`src/rtl/slrg_pkg.sv`:
```
// Shared constants, types and the LCG step function for the shuffled Lehmer generator.
package slrg_pkg;

  localparam int unsigned TABLE_DEPTH_DEF = 32;
  localparam int unsigned WARM_DISCARD = 8;
  localparam int unsigned VAR_W = 31;
  localparam int unsigned SEED_W = 32;
  localparam int unsigned MULT_W = 15;
  localparam logic [MULT_W-1:0] LCG_MULT = 15'd16807;
  localparam logic [VAR_W-1:0] LCG_MOD = 31'h7FFF_FFFF;
  localparam int unsigned APB_ADDR_W = 3;
  localparam int unsigned APB_DATA_W = 32;

  typedef enum logic [0:0] {
    REG_SEED_VALUE = 1'b0,
    REG_UNUSED     = 1'b1
  } reg_idx_t;

  typedef enum logic [2:0] {
    ST_IDLE,
    ST_WARM_INIT,
    ST_WARM_RUN,
    ST_IDX_EST,
    ST_IDX_FIX,
    ST_READ,
    ST_UPDATE
  } state_t;

  typedef struct packed {
    logic warm_init;
    logic warm_step;
    logic idx_est;
    logic idx_fix;
    logic tbl_read;
    logic update;
  } dp_cmd_t;

  typedef struct packed {
    logic lo_zero;
    logic warm_last;
    logic out_free;
  } dp_status_t;

  // 16807*x mod (2^31-1): fold the high part of the product onto the low part.
  function automatic logic [VAR_W-1:0] lcg_step(input logic [VAR_W-1:0] x);
    logic [VAR_W+MULT_W-1:0] p;
    logic [VAR_W:0] s;
    logic [VAR_W:0] r;
    p = {{MULT_W{1'b0}}, x} * {{VAR_W{1'b0}}, LCG_MULT};
    s = {1'b0, p[VAR_W-1:0]} + {{(VAR_W+1-MULT_W){1'b0}}, p[VAR_W+MULT_W-1:VAR_W]};
    r = (s >= {1'b0, LCG_MOD}) ? (s - {1'b0, LCG_MOD}) : s;
    return r[VAR_W-1:0];
  endfunction

endpackage

```
`src/rtl/slrg_ram.sv`:
```
// Generic single-write, single-read RAM with registered read data.
module slrg_ram #(
  parameter int unsigned WIDTH = 31,
  parameter int unsigned DEPTH = 32
) (
  input  logic                     clk,
  input  logic                     we,
  input  logic [$clog2(DEPTH)-1:0] waddr,
  input  logic [WIDTH-1:0]         wdata,
  input  logic                     re,
  input  logic [$clog2(DEPTH)-1:0] raddr,
  output logic [WIDTH-1:0]         rdata
);

  logic [WIDTH-1:0] mem [DEPTH];

  always_ff @(posedge clk) begin
    if (we) begin
      mem[waddr] <= wdata;
    end
    if (re) begin
      rdata <= mem[raddr];
    end
  end

endmodule

```
`src/rtl/slrg_ctrl.sv`:
```
// Controller state machine: warm-up sequencing and per-word step sequencing.
module slrg_ctrl (
  input  logic                   clk,
  input  logic                   rst,
  input  logic                   s_tvalid,
  input  logic                   reseed,
  output logic                   s_tready,
  input  slrg_pkg::dp_status_t   status,
  output slrg_pkg::dp_cmd_t      cmd
);

  import slrg_pkg::*;

  state_t state;
  state_t state_next;

  always_ff @(posedge clk) begin
    if (rst) begin
      state <= ST_IDLE;
    end else begin
      state <= state_next;
    end
  end

  always_comb begin
    state_next = state;
    unique case (state)
      ST_IDLE: begin
        if (s_tvalid) begin
          state_next = (reseed || status.lo_zero) ? ST_WARM_INIT : ST_IDX_EST;
        end
      end
      ST_WARM_INIT: state_next = ST_WARM_RUN;
      ST_WARM_RUN: begin
        if (status.warm_last) begin
          state_next = ST_IDX_EST;
        end
      end
      ST_IDX_EST: state_next = ST_IDX_FIX;
      ST_IDX_FIX: state_next = ST_READ;
      ST_READ: state_next = ST_UPDATE;
      ST_UPDATE: begin
        if (status.out_free) begin
          state_next = ST_IDLE;
        end
      end
      default: state_next = ST_IDLE;
    endcase
  end

  always_comb begin
    cmd = '0;
    s_tready = 1'b0;
    unique case (state)
      ST_IDLE:      s_tready = 1'b1;
      ST_WARM_INIT: cmd.warm_init = 1'b1;
      ST_WARM_RUN:  cmd.warm_step = 1'b1;
      ST_IDX_EST:   cmd.idx_est = 1'b1;
      ST_IDX_FIX:   cmd.idx_fix = 1'b1;
      ST_READ:      cmd.tbl_read = 1'b1;
      ST_UPDATE:    cmd.update = status.out_free;
      default:      s_tready = 1'b0;
    endcase
  end

endmodule

```
`src/rtl/slrg_dp.sv`:
```
// Datapath: LCG state, warm-up counter, table index unit, shuffle table and output register.
module slrg_dp #(
  parameter int unsigned TABLE_DEPTH = slrg_pkg::TABLE_DEPTH_DEF
) (
  input  logic                         clk,
  input  logic                         rst,
  input  logic [slrg_pkg::SEED_W-1:0]  seed_value,
  input  slrg_pkg::dp_cmd_t            cmd,
  output slrg_pkg::dp_status_t         status,
  input  logic                         m_tready,
  output logic                         m_tvalid,
  output logic [slrg_pkg::VAR_W-1:0]   variate
);

  import slrg_pkg::*;

  localparam int unsigned IW = $clog2(TABLE_DEPTH);
  localparam int unsigned QW = $clog2(TABLE_DEPTH + 2);
  localparam int unsigned TOTAL = TABLE_DEPTH + WARM_DISCARD;
  localparam int unsigned JW = $clog2(TOTAL);
  localparam longint unsigned DIV = 1 + (64'd2147483646 / TABLE_DEPTH);
  localparam longint unsigned RECIP = (64'd1 << VAR_W) / DIV;
  localparam logic [VAR_W-1:0] DIV_V = DIV[VAR_W-1:0];
  localparam logic [QW-1:0] RECIP_Q = RECIP[QW-1:0];
  localparam logic [QW-1:0] DEPTH_Q = QW'(TABLE_DEPTH);
  localparam logic [IW-1:0] LAST_IDX = IW'(TABLE_DEPTH - 1);
  localparam logic [JW-1:0] J_START = JW'(TOTAL - 1);
  localparam logic [JW-1:0] J_DEPTH = JW'(TABLE_DEPTH);

  logic [VAR_W-1:0] lcg_state;
  logic [VAR_W-1:0] last_output;
  logic [JW-1:0]    j;
  logic [QW-1:0]    qest;
  logic [IW-1:0]    idx;

  logic [VAR_W-1:0] x_step;
  logic [SEED_W-1:0] mag;
  logic [SEED_W-1:0] red;
  logic [VAR_W+QW-1:0] est_prod;
  logic [QW-1:0]    q1;
  logic [VAR_W+QW-1:0] bound;
  logic [QW-1:0]    qfix;

  logic             ram_we;
  logic [IW-1:0]    ram_waddr;
  logic [VAR_W-1:0] ram_wdata;
  logic [VAR_W-1:0] ram_rdata;

  assign x_step = lcg_step(lcg_state);

  // start value: magnitude of a negative seed, else one; reduced below the modulus
  assign mag = seed_value[SEED_W-1] ? (~seed_value + 32'd1) : 32'd1;
  assign red = (mag >= {1'b0, LCG_MOD}) ? (mag - {1'b0, LCG_MOD}) : mag;

  assign est_prod = {{QW{1'b0}}, last_output} * {{VAR_W{1'b0}}, RECIP_Q};
  assign q1 = qest + 1'b1;
  assign bound = {{VAR_W{1'b0}}, q1} * {{QW{1'b0}}, DIV_V};
  assign qfix = ({{QW{1'b0}}, last_output} >= bound) ? q1 : qest;

  always_ff @(posedge clk) begin
    if (rst) begin
      lcg_state <= '0;
      last_output <= '0;
      j <= '0;
    end else begin
      if (cmd.warm_init) begin
        lcg_state <= red[VAR_W-1:0];
        j <= J_START;
      end
      if (cmd.warm_step) begin
        lcg_state <= x_step;
        j <= j - 1'b1;
        if (j == '0) begin
          last_output <= x_step;
        end
      end
      if (cmd.tbl_read) begin
        lcg_state <= x_step;
      end
      if (cmd.update) begin
        last_output <= ram_rdata;
      end
    end
  end

  always_ff @(posedge clk) begin
    if (cmd.idx_est) begin
      qest <= est_prod[VAR_W+QW-1:VAR_W];
    end
    if (cmd.idx_fix) begin
      idx <= (qfix >= DEPTH_Q) ? LAST_IDX : qfix[IW-1:0];
    end
    if (cmd.update) begin
      variate <= ram_rdata;
    end
  end

  always_ff @(posedge clk) begin
    if (rst) begin
      m_tvalid <= 1'b0;
    end else if (cmd.update) begin
      m_tvalid <= 1'b1;
    end else if (m_tready) begin
      m_tvalid <= 1'b0;
    end
  end

  always_comb begin
    if (cmd.warm_step) begin
      ram_we = (j < J_DEPTH);
      ram_waddr = j[IW-1:0];
      ram_wdata = x_step;
    end else begin
      ram_we = cmd.update;
      ram_waddr = idx;
      ram_wdata = lcg_state;
    end
  end

  slrg_ram #(
    .WIDTH(VAR_W),
    .DEPTH(TABLE_DEPTH)
  ) u_table (
    .clk  (clk),
    .we   (ram_we),
    .waddr(ram_waddr),
    .wdata(ram_wdata),
    .re   (cmd.tbl_read),
    .raddr(idx),
    .rdata(ram_rdata)
  );

  assign status.lo_zero = (last_output == '0);
  assign status.warm_last = (j == '0);
  assign status.out_free = !m_tvalid || m_tready;

endmodule

```
`src/rtl/shuffled_lehmer_random_generator_top.sv`:
```
// Top level of the shuffled Lehmer random generator: stream ports, APB seed register.
//
// Each accepted input word yields one 31-bit variate from the minimal standard generator
// (16807*x mod 2^31-1) behind a TABLE_DEPTH-entry shuffle table. A normal word goes
// from acceptance to the output register through the controller sequence: the table
// index (estimate multiply, then correction), one table RAM read, then the update,
// which waits until the output register is free. A word with reseed set, or the first
// word after reset, first runs the warm-up, one LCG step per cycle through the single
// table write port. A new word is taken only when the previous one has reached the
// output register; that register holds the result while the next word is computed.
// Write the seed register (address 0) only while idle.
module shuffled_lehmer_random_generator_top #(
  parameter int unsigned TABLE_DEPTH = slrg_pkg::TABLE_DEPTH_DEF
) (
  input  logic                             clk,
  input  logic                             rst,
  input  logic                             s_tvalid,
  output logic                             s_tready,
  input  logic [7:0]                       s_tdata,  // [0] reseed
  output logic                             m_tvalid,
  input  logic                             m_tready,
  output logic [31:0]                      m_tdata,  // [30:0] variate
  input  logic                             psel,
  input  logic                             penable,
  input  logic                             pwrite,
  input  logic [slrg_pkg::APB_ADDR_W-1:0]  paddr,
  input  logic [slrg_pkg::APB_DATA_W-1:0]  pwdata,
  output logic [slrg_pkg::APB_DATA_W-1:0]  prdata,
  output logic                             pready
);

  import slrg_pkg::*;

  logic [SEED_W-1:0] seed_value;
  reg_idx_t          reg_idx;
  dp_cmd_t           cmd;
  dp_status_t        status;
  logic [VAR_W-1:0]  variate;

  assign pready = 1'b1;
  assign reg_idx = reg_idx_t'(paddr[2]);

  always_ff @(posedge clk) begin
    if (rst) begin
      seed_value <= '0;
    end else if (psel && penable && pwrite && pready && (reg_idx == REG_SEED_VALUE)) begin
      seed_value <= pwdata;
    end
  end

  always_comb begin
    unique case (reg_idx)
      REG_SEED_VALUE: prdata = seed_value;
      default:        prdata = '0;
    endcase
  end

  slrg_ctrl u_ctrl (
    .clk     (clk),
    .rst     (rst),
    .s_tvalid(s_tvalid),
    .reseed  (s_tdata[0]),
    .s_tready(s_tready),
    .status  (status),
    .cmd     (cmd)
  );

  slrg_dp #(
    .TABLE_DEPTH(TABLE_DEPTH)
  ) u_dp (
    .clk       (clk),
    .rst       (rst),
    .seed_value(seed_value),
    .cmd       (cmd),
    .status    (status),
    .m_tready  (m_tready),
    .m_tvalid  (m_tvalid),
    .variate   (variate)
  );

  assign m_tdata = {1'b0, variate};

endmodule
```
`config.mk`:
```
export PLATFORM = sky130hd
export DESIGN_NAME = shuffled_lehmer_random_generator_top
export DESIGN_NICKNAME = d
export VERILOG_FILES = /design/src/rtl/slrg_pkg.sv /design/src/rtl/slrg_ram.sv /design/src/rtl/slrg_ctrl.sv /design/src/rtl/slrg_dp.sv /design/src/rtl/shuffled_lehmer_random_generator_top.sv
export SDC_FILE = /design/constraint.sdc
export NUM_CORES = 2
export LEC_CHECK = 0
export BUFFER_PORTS_ARGS = -buffer_cell sky130_fd_sc_hd__buf_2
export CAP_MARGIN = 20
export CORE_MARGIN = 5
export CORE_UTILIZATION = 58
export DETAILED_ROUTE_END_ITERATION = 12
export GPL_TIMING_DRIVEN = 0
export PLACE_DENSITY = 0.75
export SKIP_LAST_GASP = 1
export SLEW_MARGIN = 30
export SYNTH_ARGS = -nofsm -noshare
export SYNTH_HDL_FRONTEND = slang
export SYNTH_SLANG_ARGS = --single-unit
```
`constraint.sdc`:
```
create_clock -name clk -period 17.7 [get_ports clk]
set_input_delay 0.885 -clock clk [delete_from_list [all_inputs] [get_ports clk]]
set_output_delay 0.885 -clock clk [all_outputs]
set_load 0.01 [all_outputs]
```
# == After elaboration in Yosys (flattened, before gate mapping) ==
# Memories as Yosys holds them, arrays and structs flattened. A register that Yosys moved wholly into a read port is not among the register bits.
# Cells that the tools add are included.
# word_totals
ff_bits,145
mem_bits_rw,992
inputBits,50
out_inout_bits,67
wordCells,81
n_memories,1
# classes
add_sub_neg,6
n_mul,1
order_cmp,5
eq_ne,9
muxes,32
bitwise,2
reduce_logical,16
# mem_list
memory,words,width,rd,rd_ports_with_merged_regs,write_ports,line_no,text
u_dp.u_table.mem,32,31,1,1,1,slrg_ram.sv:15,logic [WIDTH-1:0] mem [DEPTH];
# ops
cell,count
$mux 31,9
$ge 32x31->1 const B,2
$mux 32,2
$sub 31x31->31 const B,2
$mul 31x15->46 const B,1
$add 31x15->32,1
$add 32x1->32 const B,1
$ge 31x32->1,1
$not 32->32,1
$logic_not 31->1,1
$pmux 3 s7,1
$mux 6,3
$mux 1,12
$eq 3x3->1 const B,3
$mux 3,3
$reduce_bool 2->1,4
$add 5x1->6 const B,1
$eq 3x2->1 const B,2
$ge 6x6->1 const B,1
$logic_not 6->1,1
$lt 6x6->1 const B,1
$sub 6x1->6 const B,1
$mux 5,1
$ne 2x2->1 const B,2
11 further kinds,14

# == Logic depth before layout (Yosys ltp) ==
# depth
ltp_word,8
depth_mapped,44
mapped_depth_nobuf,40

# == Modules after synthesis ==
# From an unflattened synthesis, not the netlist that was laid out.
# hier_totals
hier_cells,4223
area_unflattened_um2,56917.1
# modules_own_cells
module,instances,cells_each,area_each_um2,seq_area_each_um2
slrg_ram,1,2192,39474.1,30719.5
slrg_dp,1,1826,15516.1,2612.5
shuffled_lehmer_random_generator_top,1,179,1707.9,640.6
slrg_ctrl,1,26,219.0,60.1

# == Worst setup path after synthesis ==
# Ideal clock, no wire load.
# synth_timing
kind,reg-to-reg
from,reg u_dp.lcg_state[25]
to,mem u_dp.u_table.mem[0][12] (data pin)
setup_ns,0.454
t_arrival_ns,10.317
required_time_ns,17.246
slack_ns,6.929
path_stages_with_launch,42
path_buffers,3
period_less_slack_ns,10.771
cell_sequence,dfxtp_1 > inv_1 > fa_1 > inv_1 > ha_1 > inv_1 > fa_1 > inv_1 > fa_1 > fa_1 > inv_1 > fa_1 > inv_1 > ha_1 > clkbuf_1 > and3_1 > and3_1 > o2111ai_1 > (+6 left out) > a211oi_1 > nor2_1 > ha_1 > buf_2 > and3_1 > a22o_1 > nor3_1 > o311a_1 > nand3b_1 > or3b_1 > or3_1 > nor4_1 > o2111a_2 > a31oi_4 > buf_6 > nor4_1 > nor2_1 > o21ai_0
# synth_between
elab_chain_cells,5
word_cells_on_any_way,6
classes_between,add/sub (2); mul (1); order compare (1); mux (2)
# synth_rtl
item,line_no,text
"start, declared",slrg_dp.sv:30,logic [VAR_W-1:0] lcg_state;
"start signal, assigned",slrg_dp.sv:67,lcg_state <= red[VAR_W-1:0];
"start signal, assigned",slrg_dp.sv:71,lcg_state <= x_step;
"start signal, assigned",slrg_dp.sv:78,lcg_state <= x_step;
$mul 31x15->46 *,slrg_pkg.sv:49,"p = {{MULT_W{1'b0}}, x} * {{VAR_W{1'b0}}, LCG_MULT};"
$add 31x15->32 *,slrg_pkg.sv:50,"s = {1'b0, p[VAR_W-1:0]} + {{(VAR_W+1-MULT_W){1'b0}}, p[VAR_W+MULT_W-1:VAR_W]};"
$sub 31x31->31 / $ge 32x31->1 (equally long branches),slrg_pkg.sv:51,"r = (s >= {1'b0, LCG_MOD}) ? (s - {1'b0, LCG_MOD}) : s;"
$mux 31 *,slrg_pkg.sv:51,
$mux 31 *,slrg_dp.sv:109,if (cmd.warm_step) begin
net u_dp.ram_wdata[12],slrg_dp.sv:46,logic [VAR_W-1:0] ram_wdata;
"end, declared",slrg_ram.sv:15,
# Mark *: on every way through the listed nets, which the timed path passes. The rest lies on a longest branch.

# == Worst setup path in the final report ==
# layout_timing
from,reg u_dp.lcg_state[13]
to,mem u_dp.u_table.mem[17][1] (data pin)
# Same word-level chain as after synthesis.

==> results by group <==
Run status
  – Status: finished clean

Synthesis
  – Sequential cell area fraction in the yosys report: 60.8%
  – Post-Synthesis Cells: between 3000 and 4000
  – Top FF cell, synth: edfxtp_1
  – Synth Register Bits: roughly 1200
  – Post-synthesis mux area share: a little over an eighth
  – Synth cell types: slightly above 100
  – Top cells by area, synth: edfxtp_1, mux4_2, fa_1
  – Synth Area in Adders: under 10%
  – Post-synthesis cell area: ~0.056 sq mm
  – Post-Synth XOR/XNOR Area: approximately 1.4%
  – Ys Warns: 0
  – Post-synth EDFFs: approximately 1100
  – Post-synth top area share: ~57%
  – Most frequent cells after synthesis: edfxtp_1, mux4_2, inv_1, ha_1, nand2_1
  – Synth Area in Simple Gates: 6.13%
  – Ys async rst share: 0%
  – Synth Area in Compound Gates: under 10%
  – Count leader, synth: edfxtp_1
  – Post-Syn Nets: between 3000 and 4000
  – Largest family of logic cells by synthesized area: multiplexers
  – Post-synth top area cell: edfxtp_1
  – Syn_area_per_cell: 15.8 sq um

Floorplan
  – Row count: ~110
  – Die height: about 320 microns
  – Initial Utilization: roughly 58%
  – Die width: 321 microns
  – Core Area: 0.0963 sq mm
  – Die area: just over 0.1 sq mm
  – I/O Pins: 117

Critical path
  – Worst Setup SP: u_dp.lcg_state[13]
  – Worst Setup Start Kind: flop
  – Worst path max stage delay: around 870 ps
  – Worst-case reg-to-reg path depth: 39
  – Slowest CP cell: dfxtp_1
  – Critical Setup Path Class: flop to flop
  – R2r startpoint: u_dp.lcg_state[13]
  – Capturing element type of the critical path: flop
  – Crit path max fanout: 32
  – Data arrival time of the worst path: about 13000 ps
  – Critical Path RT: ~18000 ps

Timing
  – FMAX: 0.0775 GHz
  – Final min period: 12900 ps
  – RSZ-0062 raised after global routing: no
  – Clock Skews: between 30 and 40 ps
  – Setup tns final: 0 ps
  – Slew HR: 25.6%
  – Slew Viols, Final: 0
  – Setup Viol. Count Final: 0
  – Fin crit share: 72.9%
  – Slew of the pin with the lowest slew margin: ~1100 ps
  – Final Hold Fails: 0

Global route
  – First-pass GRT wire length: around 250000 microns
  – GR Overflow Total: 0
  – Largest net degree at the start of global routing: slightly above 40
  – Initial antenna violation count: 5
  – Vias in the first global route: 35300
  – Gr usage total: ~34%

Detailed routing
  – Routed wire length: ~170000 microns
  – Detailed Route Iter0 Violations: 5008
  – Wire per inst: roughly 33 microns
  – Via count: ~35000
  – Via density: just under 7
  – Routed Antenna Nets: 0
  – Remaining routing DRC violations: 0
  – DRT Pass-1 Iters: 6

Placed design
  – DPL Wire Length: ~110000 microns
  – Buffers on Ports: 104
  – RePlAce Congestion: about 0.96

Finish
  – Share of cells above drive strength 1: a little under a quarter
  – Area taken by multi-input logic gates: 0.0206 sq mm
  – Fin util: 67.2%
  – Register area: approximately 0.034 sq mm
  – Fillers: 6237
  – Layout area overhead: 15.6%
  – Final net count: about 4300

Clock tree
  – Clock tree from TritonCTS: done
  – Maximum root-to-sink buffer count: 3
  – Clk_lat worst skew: ~730 ps
  – Root Driver: clkbuf_16
  – H-tree level count: 3
  – Count of cells resized by post-cts repair: 0
  – CTS buffer count: 110
  – CTS Sinks: between 1000 and 1500
  – Clk slew on worst S/H paths: 60 ps
  – Post-CTS Hold Buffers: 0
  – Post-CTS Setup Bufs: 0

Min path
  – Hold Crit Depth: 3
  – Hold_sp: pwdata[29]
  – Hold/Removal Path Class: input pin to flop

Job
  – Maxcap violations: 0
per-layer routing:
metal	GRT usage (%)	vias up	wire length, microns
li1	-	14300	-
met1	42.6	17700	59300
met2	54.7	2641	83000
met3	7.33	644	18900
met4	19.2	6	12600
met5	0	-	47
final timing paths:
path         slack [ps]                 endpoint
max                4800  u_dp.u_table.mem[17][1]
min                 420           seed_value[29]
max reg2reg        4800  u_dp.u_table.mem[17][1]
min reg2reg         500     u_dp.last_output[18]
cells in the final DEF (no fill, tap or decap), types with 23 or more instances in the layout:
cell and count:
a211oi_1 27, nor2_1 87, buf_2 137, nor3_1 54, clkinv_1 23, o21ai_0 53, clkbuf_16 111, xnor2_1 60
nand3_1 56, a21oi_1 133, ha_1 213, clkbuf_2 28, nor2_4 32, nand2_1 196, nor2b_1 42, xor2_1 24
inv_1 303, buf_16 70, edfxtp_1 1064, mux4_2 310, clkbuf_1 110, mux2_2 35, fa_1 134, dfxtp_1 104
logic make-up (layout without fill, tap and decap cells):
kind of cell | count (synthesis) | in the layout
AND/OR/NAND/NOR | 665 | 665
adder cells (fa/ha/maj) | 347 | 347
AO/OA/AOI/OAI | 460 | 460
multiplexers | 350 | 350
XOR/XNOR | 86 | 86
other | 2 | 6
buffers and inverters | 475 | 876
flip-flops | 1168 | 1168
state kept, by name, indices dropped and copies added (netlist names):
register            count
u_dp.u_table.rdata     31
u_dp.last_output       31
u_dp.qest               5
u_dp.u_table.mem      992
u_dp.lcg_state         31
u_ctrl.state            3
u_dp.j                  6
u_dp.idx                5
seed_value             32
u_dp.m_tvalid           1
u_dp.variate           31
critical path: cells and delay by family, from the launching register on:
family	cells	cell delay (ps)
fa+ha+maj	8	3540
buf+inv	6	1240
flops	1	870
simple gates	6	1400
xor+xnor	2	1150
mux	1	450
compound gates	16	3790
area by class of cell:
| type | count | share of cell area [%] |
|---|---|---|
| Sequential cell | 1168 | 52.6 |
| Multi-Input combinational cell | 1910 | 31.9 |
| Clock buffer | 132 | 4.42 |
| Timing Repair Buffer | 196 | 4.33 |
| Tap cell | 1276 | 2.47 |
| Inverter | 306 | 1.78 |
| Clock inverter | 73 | 1.27 |
| Buffer | 169 | 1.17 |
| Antenna cell | 4 | 0.0155 |
per-stage QoR:
step	hold slack, ps	instance area (sq um)	setup slack, ps	std cells
after floorplan	426	56000	6930	3553
after global placement	465	58100	2550	4933
after detailed placement	479	60900	4730	5024
after CTS	392	64600	4660	5229
after global routing	421	64700	4370	5230
final	422	64700	4800	5234
Power is not shown: default switching activity piles up to over one toggle a cycle in this logic, so the estimate is an artifact.
